===== config.mk =====
export PLATFORM = sky130hd
export DESIGN_NAME = hpq_useq
export DESIGN_NICKNAME = d
export VERILOG_FILES = /design/src/rtl/hpq_pkg.sv /design/src/rtl/hpq_useq.sv
export SDC_FILE = /design/constraint.sdc
export NUM_CORES = 1
export LEC_CHECK = 0
export ABC_AREA = 1
export BUFFER_PORTS_ARGS = -buffer_cell sky130_fd_sc_hd__buf_2
export CELL_PAD_IN_SITES_DETAIL_PLACEMENT = 2
export CELL_PAD_IN_SITES_GLOBAL_PLACEMENT = 2
export CORE_ASPECT_RATIO = 1.1
export CORE_MARGIN = 5
export CORE_UTILIZATION = 24
export DETAILED_ROUTE_END_ITERATION = 7
export PLACE_DENSITY = 0.75
export SYNTH_ARGS = -nofsm -noshare
export SYNTH_HDL_FRONTEND = slang
export SYNTH_SLANG_ARGS = --single-unit

===== constraint.sdc =====
create_clock -name i_clk -period 2 [get_ports i_clk]
set_input_delay 0.2 -clock i_clk [delete_from_list [all_inputs] [get_ports i_clk]]
set_output_delay 0.2 -clock i_clk [all_outputs]
set_load 0.02 [all_outputs]

===== src/rtl/hpq_pkg.sv =====
// Shared types and constants of the max-heap priority queue.
`default_nettype none
package hpq_pkg;

    localparam int DATA_W  = 32;
    localparam int TOTAL_W = 7;
    localparam int UPC_W   = 4;

    localparam logic CMD_INSERT = 1'b0;
    localparam logic CMD_REMOVE = 1'b1;

    localparam logic [1:0] ST_OK    = 2'd0;
    localparam logic [1:0] ST_EMPTY = 2'd1;
    localparam logic [1:0] ST_FULL  = 2'd2;

    // Jump conditions of the control program.
    typedef enum logic [3:0] {
        C_NEVER,
        C_ALWAYS,
        C_NO_REQ,
        C_ERR,
        C_REMOVE,
        C_POS_ROOT,
        C_NOT_GT_PARENT,
        C_NO_BIGGER_CHILD,
        C_OUT_BUSY
    } t_cond;

    typedef enum logic [2:0] {
        RD_NONE,
        RD_PARENT,
        RD_LAST,
        RD_CHILDREN,
        RD_ROOT
    } t_rd_sel;

    typedef enum logic [1:0] {
        WR_NONE,
        WR_CUR,
        WR_PARENT,
        WR_CHILD
    } t_wr_sel;

    typedef enum logic [2:0] {
        POS_KEEP,
        POS_NEW,
        POS_PARENT,
        POS_CHILD,
        POS_ROOT
    } t_pos_sel;

    typedef enum logic [1:0] {
        CNT_KEEP,
        CNT_INC,
        CNT_DEC
    } t_cnt_op;

    // One control word of the program.
    typedef struct packed {
        t_cond             cond;
        logic [UPC_W-1:0]  target;
        t_rd_sel           rd;
        t_wr_sel           wr;
        t_pos_sel          pos;
        t_cnt_op           cnt;
        logic              take_req;
        logic              load_cur;
        logic              load_out;
    } t_uword;

    // Status the datapath reports back to the sequencer.
    typedef struct packed {
        logic req_valid;
        logic err;
        logic remove;
        logic pos_root;
        logic cur_gt_parent;
        logic bigger_child;
        logic out_busy;
    } t_flags;

endpackage
`default_nettype wire


===== src/rtl/hpq_useq.sv =====
// Microcode sequencer: step counter, program ROM and jump logic.
`default_nettype none
module hpq_useq (
    input  wire logic            i_clk,
    input  wire logic            i_rst_n,
    input  wire hpq_pkg::t_flags i_flags,
    output      hpq_pkg::t_uword o_ctrl
);

    localparam logic [hpq_pkg::UPC_W-1:0] S_IDLE     = 4'd0;
    localparam logic [hpq_pkg::UPC_W-1:0] S_CHK_ERR  = 4'd1;
    localparam logic [hpq_pkg::UPC_W-1:0] S_DISPATCH = 4'd2;
    localparam logic [hpq_pkg::UPC_W-1:0] S_INS      = 4'd3;
    localparam logic [hpq_pkg::UPC_W-1:0] S_UP_RD    = 4'd4;
    localparam logic [hpq_pkg::UPC_W-1:0] S_UP_CMP   = 4'd5;
    localparam logic [hpq_pkg::UPC_W-1:0] S_UP_MOVE  = 4'd6;
    localparam logic [hpq_pkg::UPC_W-1:0] S_UP_PLACE = 4'd7;
    localparam logic [hpq_pkg::UPC_W-1:0] S_REM_RD   = 4'd8;
    localparam logic [hpq_pkg::UPC_W-1:0] S_REM_LOAD = 4'd9;
    localparam logic [hpq_pkg::UPC_W-1:0] S_DN_RD    = 4'd10;
    localparam logic [hpq_pkg::UPC_W-1:0] S_DN_CMP   = 4'd11;
    localparam logic [hpq_pkg::UPC_W-1:0] S_DN_MOVE  = 4'd12;
    localparam logic [hpq_pkg::UPC_W-1:0] S_DN_PLACE = 4'd13;
    localparam logic [hpq_pkg::UPC_W-1:0] S_FIN      = 4'd14;
    localparam logic [hpq_pkg::UPC_W-1:0] S_DONE     = 4'd15;

    // The program. A word that names no jump falls through to the next step.
    function automatic hpq_pkg::t_uword f_rom(input logic [hpq_pkg::UPC_W-1:0] step);
        hpq_pkg::t_uword w;
        w = '0;
        unique case (step)
            S_IDLE: begin
                w.take_req = 1'b1;
                w.cond     = hpq_pkg::C_NO_REQ;
                w.target   = S_IDLE;
            end
            S_CHK_ERR: begin
                w.cond   = hpq_pkg::C_ERR;
                w.target = S_FIN;
            end
            S_DISPATCH: begin
                w.cond   = hpq_pkg::C_REMOVE;
                w.target = S_REM_RD;
            end
            S_INS: begin
                w.cnt = hpq_pkg::CNT_INC;
                w.pos = hpq_pkg::POS_NEW;
            end
            S_UP_RD: begin
                w.rd     = hpq_pkg::RD_PARENT;
                w.cond   = hpq_pkg::C_POS_ROOT;
                w.target = S_UP_PLACE;
            end
            S_UP_CMP: begin
                w.cond   = hpq_pkg::C_NOT_GT_PARENT;
                w.target = S_UP_PLACE;
            end
            S_UP_MOVE: begin
                w.wr     = hpq_pkg::WR_PARENT;
                w.pos    = hpq_pkg::POS_PARENT;
                w.cond   = hpq_pkg::C_ALWAYS;
                w.target = S_UP_RD;
            end
            S_UP_PLACE: begin
                w.wr     = hpq_pkg::WR_CUR;
                w.cond   = hpq_pkg::C_ALWAYS;
                w.target = S_FIN;
            end
            S_REM_RD: begin
                w.rd = hpq_pkg::RD_LAST;
            end
            S_REM_LOAD: begin
                w.load_cur = 1'b1;
                w.cnt      = hpq_pkg::CNT_DEC;
                w.pos      = hpq_pkg::POS_ROOT;
            end
            S_DN_RD: begin
                w.rd = hpq_pkg::RD_CHILDREN;
            end
            S_DN_CMP: begin
                w.cond   = hpq_pkg::C_NO_BIGGER_CHILD;
                w.target = S_DN_PLACE;
            end
            S_DN_MOVE: begin
                w.wr     = hpq_pkg::WR_CHILD;
                w.pos    = hpq_pkg::POS_CHILD;
                w.cond   = hpq_pkg::C_ALWAYS;
                w.target = S_DN_RD;
            end
            S_DN_PLACE: begin
                w.wr = hpq_pkg::WR_CUR;
            end
            S_FIN: begin
                w.rd = hpq_pkg::RD_ROOT;
            end
            S_DONE: begin
                w.load_out = 1'b1;
                w.cond     = hpq_pkg::C_OUT_BUSY;
                w.target   = S_DONE;
            end
            default: begin
                w.cond   = hpq_pkg::C_ALWAYS;
                w.target = S_IDLE;
            end
        endcase
        return w;
    endfunction

    logic [hpq_pkg::UPC_W-1:0] r_upc;
    logic [hpq_pkg::UPC_W-1:0] n_upc;
    logic                      w_jump;
    hpq_pkg::t_uword           w_word;

    assign w_word = f_rom(r_upc);
    assign o_ctrl = w_word;

    always_comb begin
        unique case (w_word.cond)
            hpq_pkg::C_NEVER:           w_jump = 1'b0;
            hpq_pkg::C_ALWAYS:          w_jump = 1'b1;
            hpq_pkg::C_NO_REQ:          w_jump = !i_flags.req_valid;
            hpq_pkg::C_ERR:             w_jump = i_flags.err;
            hpq_pkg::C_REMOVE:          w_jump = i_flags.remove;
            hpq_pkg::C_POS_ROOT:        w_jump = i_flags.pos_root;
            hpq_pkg::C_NOT_GT_PARENT:   w_jump = !i_flags.cur_gt_parent;
            hpq_pkg::C_NO_BIGGER_CHILD: w_jump = !i_flags.bigger_child;
            hpq_pkg::C_OUT_BUSY:        w_jump = i_flags.out_busy;
            default:                    w_jump = 1'b0;
        endcase
        n_upc = w_jump ? w_word.target : r_upc + 4'd1;
    end

    always_ff @(posedge i_clk) begin
        if (!i_rst_n) begin
            r_upc <= S_IDLE;
        end else begin
            r_upc <= n_upc;
        end
    end

    // A finished item always hands its result over before the next one is taken.
    a_done_to_idle: assert property (@(posedge i_clk) disable iff (!i_rst_n)
        (r_upc == S_DONE && !i_flags.out_busy) |=> (r_upc == S_IDLE))
        else $error("sequencer did not return to idle after result load");

    // The sift-down compare only ever follows a child read.
    a_cmp_after_read: assert property (@(posedge i_clk) disable iff (!i_rst_n)
        (r_upc == S_DN_CMP) |-> ($past(r_upc) == S_DN_RD))
        else $error("child compare without a preceding child read");

    // An error item skips every heap update and goes straight to the root read.
    a_err_skips: assert property (@(posedge i_clk) disable iff (!i_rst_n)
        (r_upc == S_CHK_ERR && i_flags.err) |=> (r_upc == S_FIN))
        else $error("error item did not skip the heap update");

endmodule
`default_nettype wire


==> impl_metrics.csv, run 1 <==
group,metric,value,unit
place,dp_hpwl,2102,um
layout,layout_common_cells,"buf_2 (29), nand2_1 (19), nor2_1 (15), inv_1 (12), buf_4 (6)",
layout,final_common_cell,"buf_2",
clock_network,numClockSinks,4,
sta,period_needed,1.878,ns
worst_setup_path,worstPathArrival,1.68,ns
floorplan,die_h,67.67,um
synth,postSynthAreaPerCell,6.911,sq um
global_routing,grt_usage,11.97,%
sta,slew_headroom,82.39,%
sta,setup_viol_count_final,0,
global_routing,grt_pass1_vias,861,
place,io_buffers,29,
layout,diodes,0,
worst_setup_path,critPathBufInv,5,
place,place_ws,-0.01640,ns
sta,timing_hold_violations_final,0,
layout,post_route_cells_drive_above_1_share,49.64,%
synth,synth_cell_types,30,
worst_setup_path,crit_path_cell_trace,"inv_1 > ha_2 > inv_4 > nor2_1 > inv_2 > nand2_2 > nor3_4 > inv_2 > buf_2",
worst_setup_path,path_delay_family,"buffers and inverters",
run_status,status,"finished clean",
global_routing,use_met3,0.6656,%
worst_setup_path,critPathMaxStageDelay,0.38,ns
route,via_per_inst,4.642,
pwr,power,1.652,mW
sta,fin_crit_sh,93.91,%
synth,netlist_instances,105,
worst_setup_path,cp-end-kind,"output pin",
synth,synth_area,725.7,sq um
floorplan,start_util,24.44,%
route,first_pass_iters,3,
synth,synthesis.nets,118,
clock_network,clock_path_buffers,2,
route,drt_iter0_drc,10,
clock_network,clk_latency,0.23,ns
sta,setup_ws,0.1219,ns
pwr,powerDensity,1701,nW/um^2
layout,areaGrowthSynthToFinish,33.79,%
hold_path,hp-class,"input pin to flop",
layout,top_regs,"r_upc (4)",
clock_network,clk_pin_slew,0.04,ns
worst_setup_path,cp-start-kind,"flop",
layout,design_area,970.9,sq um
synth,synth-seq-area-share,11.03,%
route,routed_wl,2511,um
pwr,ir_drop,666.7,uV
global_routing,grt_max_degree,10,
place,gp_congestion,0.8109,
sta,max_freq,0.5324,GHz
pwr,leakage,0.5505,nW
clock_network,numCtsBuffers,3,
worst_setup_path,crit_path_max_fanout,5,
worst_setup_path,cp_slowest_cell,"dfxtp_4",
global_routing,antenna_found_initial,0,
global_routing,grt-ovfl-total,0,
clock_network,root_buffer,"clkbuf_4",
synth,synth_seq_cells,4,
floorplan,io_pins,30,
floorplan,core-area,2969,sq um
worst_setup_path,crit_top_cell,"inv_2",
route,ant_nets,0,
layout,regMostFlops,"r_upc",
sta,slew_violations,0,
clock_network,cts_tree,"done",
floorplan,die-area,4225,sq um
route,wl_per_cell,14.51,um
layout,fin_util,32.70,%
global_routing,grt_pass1_wl,4084,um
worst_setup_path,crit_required,1.80,ns
floorplan,fp.dieW,62.43,um
worst_setup_path,path_class,"flop to output pin",
job,cap_violations,0,
layout,largest_register_ffs,4,
floorplan,core.rowCount,21,
sta,tightest_slew,0.2641,ns
synth,yosysWarnings,0,
route,drc_errors,0,
route,vias,803,
clock_network,cts_htree_levels,1,
global_routing,use_met2,21.89,%
place,placed_cell_area,898.4,sq um
sta,clock_skew,0.0006488,ns
global_routing,top_usage_layer,"met2",
layout,fin_nets,154,
global_routing,grtUsageMet1,15.32,%
[per-layer routing]
layer  wire [um]  share of wire [%]
met5           0                  0
met4           0                  0
met3          37                1.5
met2        1431                 57
met1        1042                 41
[timing repair]
action / 4_1_cts / 5_1_grt
endpoints found under the hold margin: 0 / 0
hold buffers: 0 / 0
pin swaps: 0 / 2
endpoints found under the setup margin: 7 / 7
resized for setup: 3 / 7
setup buffers: 0 / 3
[where the power goes]
group / switching [mW] / total, mW / internal [mW]
combinational: 0.894 / 1.38 / 0.483
clock: 0.0299 / 0.0968 / 0.0669
sequential: 0.0557 / 0.178 / 0.122
[path summary, 6_finish.rpt]
| path | cells after the start | slack (ns) | endpoint | from |
|---|---|---|---|---|
| worst min register to register | 3 | 0.56 | r_upc[0] | r_upc[0] |
| worst max-delay path | 9 | 0.12 | o_ctrl[17] | r_upc[0] |
| worst min-delay path | 3 | 0.22 | r_upc[0] | i_rst_n |
| worst max register to register | 12 | 0.16 | r_upc[3] | r_upc[0] |
[cells by family after synthesis]
family          after synthesis  share of synthesized area, %
simple gates                 65                         57.76
buf+inv                      22                         15.52
compound gates                9                         7.586
fa+ha+maj                     4                         6.897
flops                         4                         11.03
xor+xnor                      1                         1.207
[synthesized netlist by cell type, drive strengths merged]
| cell | n | area share [%] |
|---|---|---|
| o221ai | 1 | 1.2 |
| inv | 18 | 10 |
| nor3 | 1 | 2.2 |
| o211ai | 1 | 1.0 |
| nand3 | 12 | 17 |
| buf | 4 | 5.2 |
| nand4 | 5 | 5.2 |
| and2 | 1 | 0.86 |
| dfxtp | 4 | 11 |
| nand2 | 26 | 17 |
| o21ai | 4 | 3.3 |
| a21oi | 3 | 2.1 |
| xor2 | 1 | 1.2 |
| nand3b | 2 | 2.1 |
| ha | 4 | 6.9 |
| nor2 | 18 | 13 |
[tightest hold or removal path: stages]
cell and delay [ns]:
buf_2 0.12, nand2_1 0.06, nor2_1 0.03
[final cells by class]
cell class,count,area [sq um]
repair buffers,35,190.2
well taps,34,42.54
multi-input cells,79,548.0
inverters,18,81.33
flip-flops and latches,4,86.33
clock buffers,3,22.52
fillers,388,1998
[through the flow]
step                hold slack (ns)  setup TNS, ns  instances
finish                       0.2181              0        173
global route                 0.2272       -0.01967        173
CTS                          0.2165              0        170
detailed placement           0.4723       -0.01640        167
global placement             0.4639              0        167
floorplan                    0.3204              0        105
Note: power is estimated with default switching activity, not from simulation.
==> run 2, diff against run 1 <==
Settings changed: ABC_AREA 1 to 0.
==> run 2 against run 1 <==
Non-clock buffer count rose by 10. Register-to-register slack got worse by 0.12 ns. Flip-flop and latch count did not move. Critical path depth did not move. Worst hold slack improved by 0.086 ns. Synthesized cell count fell by 8.6%. Clock-buffer cell count did not move. First-iteration DRC count rose by 110%. Critical endpoint is now r_upc[1]. Largest power group unchanged.
==> impl_metrics.csv, run 2 <==
group,metric,value,unit
worst_setup_path,cp-end-kind,"flop",
global_routing,grt_usage,15.15,%
synth,synth_area_leaders,"dfxtp_1 (11%), ha_1 (7.1%), inv_1 (6.9%)",
route,drc_errors,0,
route,first_pass_iters,4,
sta,max_freq,0.5104,GHz
clock_network,numClockSinks,4,
sta,setup_viol_count_final,0,
synth,synth_top_family_by_area,"compound AO/OA/AOI/OAI gates",
worst_setup_path,worstPathArrival,2.09,ns
synth,synth-seq-area-share,11.37,%
hold_path,min_to,"r_upc[3]",
clock_network,root_buffer,"clkbuf_4",
worst_setup_path,critPathMaxStageDelay,0.33,ns
clock_network,numCtsBuffers,3,
sta,period_needed,1.959,ns
route,via_per_inst,5.142,
floorplan,die-area,4120,sq um
synth,synth-simple-area-share,21.14,%
clock_network,clk_latency,0.23,ns
worst_setup_path,path_class,"flop to flop",
synth,postSynthAreaPerCell,7.338,sq um
sta,setup_ws,0.04074,ns
layout,final_common_cell,"buf_2",
worst_setup_path,worstRegToRegCells,9,
floorplan,io_pins,30,
worst_setup_path,crit_required,2.13,ns
run_status,status,"finished clean",
route,routed_wl,3098,um
clock_network,clk_pin_slew,0.04,ns
worst_setup_path,crit_path_cell_trace,"inv_1 > ha_2 > nor2_1 > buf_4 > o221ai_1 > o211ai_1 > buf_4 > o2bb2ai_4 > a221oi_1",
worst_setup_path,ff2ff_setup_slack,0.04,ns
sta,fin_crit_sh,97.96,%
sta,setup-tns-final,0,ns
synth,yosysWarnings,0,
layout,fin_nets,151,
sta,slew_headroom,79.29,%
global_routing,grt_pass1_wl,4643,um
synth,netlist_instances,96,
global_routing,antenna_found_initial,0,
global_routing,grt-ovfl-total,0,
synth,synthAdderAreaFrac,7.105,%
place,dp_hpwl,2358,um
worst_setup_path,path_delay_family,"compound AO/OA/AOI/OAI gates",
route,ant_nets,0,
pwr,p_int,971.4,uW
synth,synth_xor_area_share,2.487,%
layout,areaGrowthSynthToFinish,55.42,%
place,place_ws,-0.08787,ns
floorplan,fp.dieW,61.66,um
global_routing,grt_pass1_vias,935,
clock_network,cts_htree_levels,1,
synth,synth_seq_cells,4,
floorplan,die_h,66.82,um
sta,tightest_slew,0.3099,ns
worst_setup_path,crit_path_max_fanout,4,
worst_setup_path,reg2reg_to,"r_upc[1]",
sta,timing_hold_violations_final,0,
synth,synth_cell_types,43,
layout,diodes,0,
floorplan,start_util,25.13,%
job,cap_violations,0,
worst_setup_path,cp-start-kind,"flop",
synth,async_reset_ff_share,0,%
layout,top_regs,"r_upc (4)",
hold_path,hold_depth,3,
route,wl_per_cell,18.33,um
hold_path,min_from,"i_rst_n",
synth,synth.top_cell.area_share,11.37,%
worst_setup_path,r2r_start,"r_upc[1]",
sta,clock_skew,0.001385,ns
sta,slew_violations,0,
worst_setup_path,critPathBufInv,3,
clock_network,cts_tree,"done",
synth,synth.area.mux_share,8.526,%
pwr,powerDensity,1913,nW/um^2
worst_setup_path,crit_start,"r_upc[1]",
place,gp_congestion,0.7616,
route,vias,869,
sta,finalHoldWorstSlack,0.3039,ns
pwr,seq_power_share,9.1,%
pwr,p_sw_share,53.61,%
floorplan,core.rowCount,20,
synth,netlist_top_cells_count,"inv_1 (13), and2_1 (5), nor2_1 (5)",
clock_network,clock_path_buffers,2,
floorplan,core-area,2803,sq um
worst_setup_path,cp_slowest_cell,"dfxtp_2",
synth,synth_compound_area_share,34.99,%
synth,synth_edf_count,0,
worst_setup_path,crit_top_cell,"buf_4",
global_routing,grt_max_degree,13,
layout,layout_common_cells,"buf_2 (29), buf_4 (15), inv_1 (11), nor2_1 (5), and2_1 (5)",
hold_path,hp-class,"input pin to flop",
synth,synth_ff_type,"dfxtp_1",
pwr,netSwitchingPower,1.123,mW
synth,yosysMostFrequentCell,"inv_1",
layout,post_route_cells_drive_above_1_share,58.82,%
pwr,leakage,0.5645,nW
route,drt_iter0_drc,21,
layout,regMostFlops,"r_upc",
pwr,pwr-share-clk,4.8,%
layout,largest_register_ffs,4,
synth,synth_area,704.4,sq um
synth,synthesis.nets,109,
place,io_buffers,29,
pwr,ir_drop,649.6,uV
clock_network,cts_hold_buf,0,
pwr,p_comb_share,86.1,%
synth,yosys.area.top_type,"dfxtp_1",
## run 2: what timing repair did
item                       in CTS  in global routing
resized for setup              14                 13
pin swaps                       3                  4
setup endpoints to repair       7                  6
setup buffers                   2                  1
hold endpoints to repair        0                  0
## run 2: power by group through the flow
stage	Sequential (mW)	Combinational, mW	Clock, mW
after global placement	0.172	1.43	0
after global routing	0.196	1.94	0.114
final	0.190	1.80	0.101
after CTS	0.181	1.70	0.105
after floorplan	0.137	1.00	0
after detailed placement	0.174	1.49	0
## run 2: area by class of cell
type,instances,area [sq um]
fillers,328,1708
multi-input cells,70,624.3
repair buffers,45,269.0
flip-flops and latches,4,85.08
inverters,14,52.55
well taps,33,41.29
clock buffers,3,22.52
## run 2: how the worst max path moves through the flow
stage | to | depth (start not counted)
global placement | r_upc[1] | 8
floorplan | r_upc[2] | 9
CTS | r_upc[3] | 8
finish | r_upc[1] | 9
detailed placement | r_upc[2] | 8
global route | r_upc[1] | 9
## run 2: per-layer routing
| layer | wire, um | GRT usage [%] |
|---|---|---|
| met5 | 0 | 0 |
| met4 | 0 | 2.387 |
| met3 | 91 | 2.132 |
| met2 | 1733 | 27.75 |
| met1 | 1273 | 18.45 |
## run 2: cell families after synthesis
group | count (synthesis)
AOI/OAI and AO/OA | 31
xor gates and xnor gates | 2
adders and majority gates | 4
buffers and inverters | 22
DFF | 4
muxes | 5
and+or+nand+nor | 28
## run 2: metrics by stage
stage                     util [%]  power, mW  cells  area, sq um
after floorplan                  -      1.137     96        708.2
after global placement       33.66      1.601    163        943.4
after detailed placement     33.66      1.664    163        943.4
after CTS                    37.46      1.983    168         1050
after global routing         39.06      2.253    169         1095
final                        39.06      2.094    169         1095
## run 2: worst register-to-register path, stage by stage (launching register included)
cell and delay [ns]:
dfxtp_2 0.33, inv_1 0.10, ha_2 0.24, nor2_1 0.09, buf_4 0.16, o221ai_1 0.19
o211ai_1 0.16, buf_4 0.18, o2bb2ai_4 0.14, a221oi_1 0.28
==> run 3, diff against run 2 <==
Settings changed: CORE_ASPECT_RATIO 1.1 to 0.5.
==> run 3 against run 2 <==
The flow now finishes with violations (setup timing). Sequential power rose by 11%. Clock skew rose by 0.0046 ns. Critical path depth fell by 1. Worst hold slack improved by 0.076 ns. Utilization rose by 7.0 points. Flip-flop and latch count did not move. First-iteration DRC count rose by 76%. Die area rose by 1.6%. Worst setup slack got worse by 0.14 ns. Clock power rose by 75%. Combinational power rose by 22%. Critical path type is now flop to output pin.
==> impl_metrics.csv, run 3 (synthesized netlist as in run 2, its figures left out) <==
group,metric,value,unit
run_status,status,"complete, but fails checks",
run_status,violations,"setup timing",
pwr,power,2.579,mW
sta,tightest_slew,0.4034,ns
layout,layout_common_cells,"buf_2 (29), buf_4 (22), inv_1 (10), and2_1 (5)",
place,dp_hpwl,2449,um
layout,regMostFlops,"r_upc",
pwr,netSwitchingPower,1.408,mW
place,io_buffers,29,
global_routing,grt_pass1_wl,6216,um
pwr,p_comb_share,85.0,%
sta,slew_violations,0,
floorplan,start_util,26.09,%
worst_setup_path,cp-start-kind,"flop",
floorplan,io_pins,30,
route,wl_per_cell,24.29,um
clock_network,clk_pin_slew,0.03,ns
layout,areaGrowthSynthToFinish,76.55,%
worst_setup_path,cp-end-kind,"output pin",
hold_path,hp-class,"input pin to flop",
clock_network,numClockSinks,4,
pwr,ir_drop,658.5,uV
layout,post_route_cells_drive_above_1_share,62.68,%
layout,diodes,0,
route,vias,981,
pwr,pwr-share-clk,6.9,%
clock_network,cts_htree_levels,1,
sta,period_needed,2.099,ns
sta,setup-tns-final,-0.1214,ns
worst_setup_path,endpoint,"o_ctrl[15]",
route,first_pass_iters,4,
floorplan,core.rowCount,13,
layout,largest_register_ffs,4,
floorplan,fp.dieW,86.62,um
route,routed_wl,4348,um
clock_network,numCtsBuffers,3,
worst_setup_path,crit_start,"r_upc[1]",
sta,setup_viol_count_final,2,
place,place_ws,-0.1212,ns
clock_network,clk_latency,0.22,ns
sta,fin_crit_sh,105.0,%
sta,max_freq,0.4764,GHz
clock_network,cts_tree,"done",
pwr,p_sw_share,54.61,%
worst_setup_path,crit_required,1.80,ns
worst_setup_path,reg2reg_to,"r_upc[3]",
layout,final_common_cell,"buf_2",
layout,top_regs,"r_upc (4)",
global_routing,grt_usage,19.38,%
layout,nFillCells,305,
clock_network,root_buffer,"clkbuf_8",
floorplan,core-area,2700,sq um
job,cap_violations,0,
layout,fin_nets,157,
global_routing,use_met3,2.867,%
worst_setup_path,path_class,"flop to output pin",
sta,clock_skew,0.006018,ns
worst_setup_path,r2r_start,"r_upc[1]",
global_routing,top_usage_layer,"met2",
pwr,powerDensity,2074,nW/um^2
place,gp_congestion,0.7937,
layout,ff_latch_area,90.09,sq um
floorplan,die-area,4184,sq um
global_routing,grt_pass1_vias,1057,
route,drt_iter0_drc,37,
pwr,p_int,1.171,mW
worst_setup_path,worstRegToRegCells,8,
worst_setup_path,ff2ff_setup_slack,-0.02,ns
global_routing,antenna_found_initial,0,
worst_setup_path,crit_path_max_fanout,6,
worst_setup_path,worstPathArrival,1.90,ns
pwr,seq_power_share,8.1,%
route,via_per_inst,5.480,
sta,rsz0062_at_grt,"true",
clock_network,clock_path_buffers,2,
route,drc_errors,0,
sta,timing_hold_violations_final,0,
layout,multi_input_area,700.7,sq um
global_routing,grt_max_degree,12,
global_routing,grt-ovfl-total,0,
sta,slew_headroom,73.10,%
route,ant_nets,0,
floorplan,die_h,48.31,um
global_routing,grtUsageMet1,25.07,%
global_routing,use_met2,33.76,%
pwr,leakage,0.6088,nW
sta,setup_ws,-0.09915,ns
[run 3: layer usage]
layer,vias up,share of wire [%],wire [um]
li1,431,-,-
met1,511,46,1997
met2,33,49,2121
met3,6,3.6,157
met4,0,1.7,72
met5,-,0,0
[run 3: worst min path at each step]
stage | end | depth (start not counted) | start | slack [ns]
2_1_floorplan | r_upc[0] | 2 | i_rst_n | 0.38
3_3_place_gp | r_upc[1] | 3 | i_rst_n | 0.52
3_5_place_dp | r_upc[2] | 3 | i_rst_n | 0.53
4_1_cts | r_upc[0] | 3 | i_rst_n | 0.35
5_1_grt | r_upc[3] | 3 | i_rst_n | 0.39
6_report | r_upc[1] | 3 | i_rst_n | 0.38
[run 3: layout make-up]
type,instances,share of cell area (%)
clock buffer,3,3.320
tap,37,3.722
multi-input combinational,70,56.34
inverter,14,4.427
sequential,4,7.243
timing repair buffer,51,24.95
[run 3: per-stage QoR]
stage / hold slack (ns) / cell area, sq um / instances / util, %
floorplan: 0.3751 / 708.2 / 96 / -
global placement: 0.5173 / 985.9 / 172 / 36.52
detailed placement: 0.5332 / 985.9 / 172 / 36.52
CTS: 0.3492 / 1140 / 177 / 42.22
global route: 0.3856 / 1244 / 179 / 46.06
finish: 0.3796 / 1244 / 179 / 46.06
[run 3: what timing repair did]
item                       4_1_cts  5_1_grt
gates cloned                     0        0
buffers inserted                 2        2
gates resized for setup         20       21
hold buffers                     0        0
pin swaps                        2        6
setup endpoints to repair        7        7
[run 3: power groups by stage]
stage	combinational (mW)	sequential, mW	clock, mW
after global routing	2.27	0.218	0.187
after floorplan	1.00	0.137	0
after CTS	1.84	0.180	0.177
after detailed placement	1.55	0.172	0
final	2.19	0.210	0.177
after global placement	1.49	0.169	0
[run 3: worst max-delay path, cell delays in order, from the launching register on]
cell and delay [ns]:
dfxtp_4 0.38, inv_2 0.08, ha_4 0.18, buf_4 0.17, nor3_1 0.28, nor2_1 0.13
o22ai_2 0.20, inv_1 0.08, buf_2 0.16
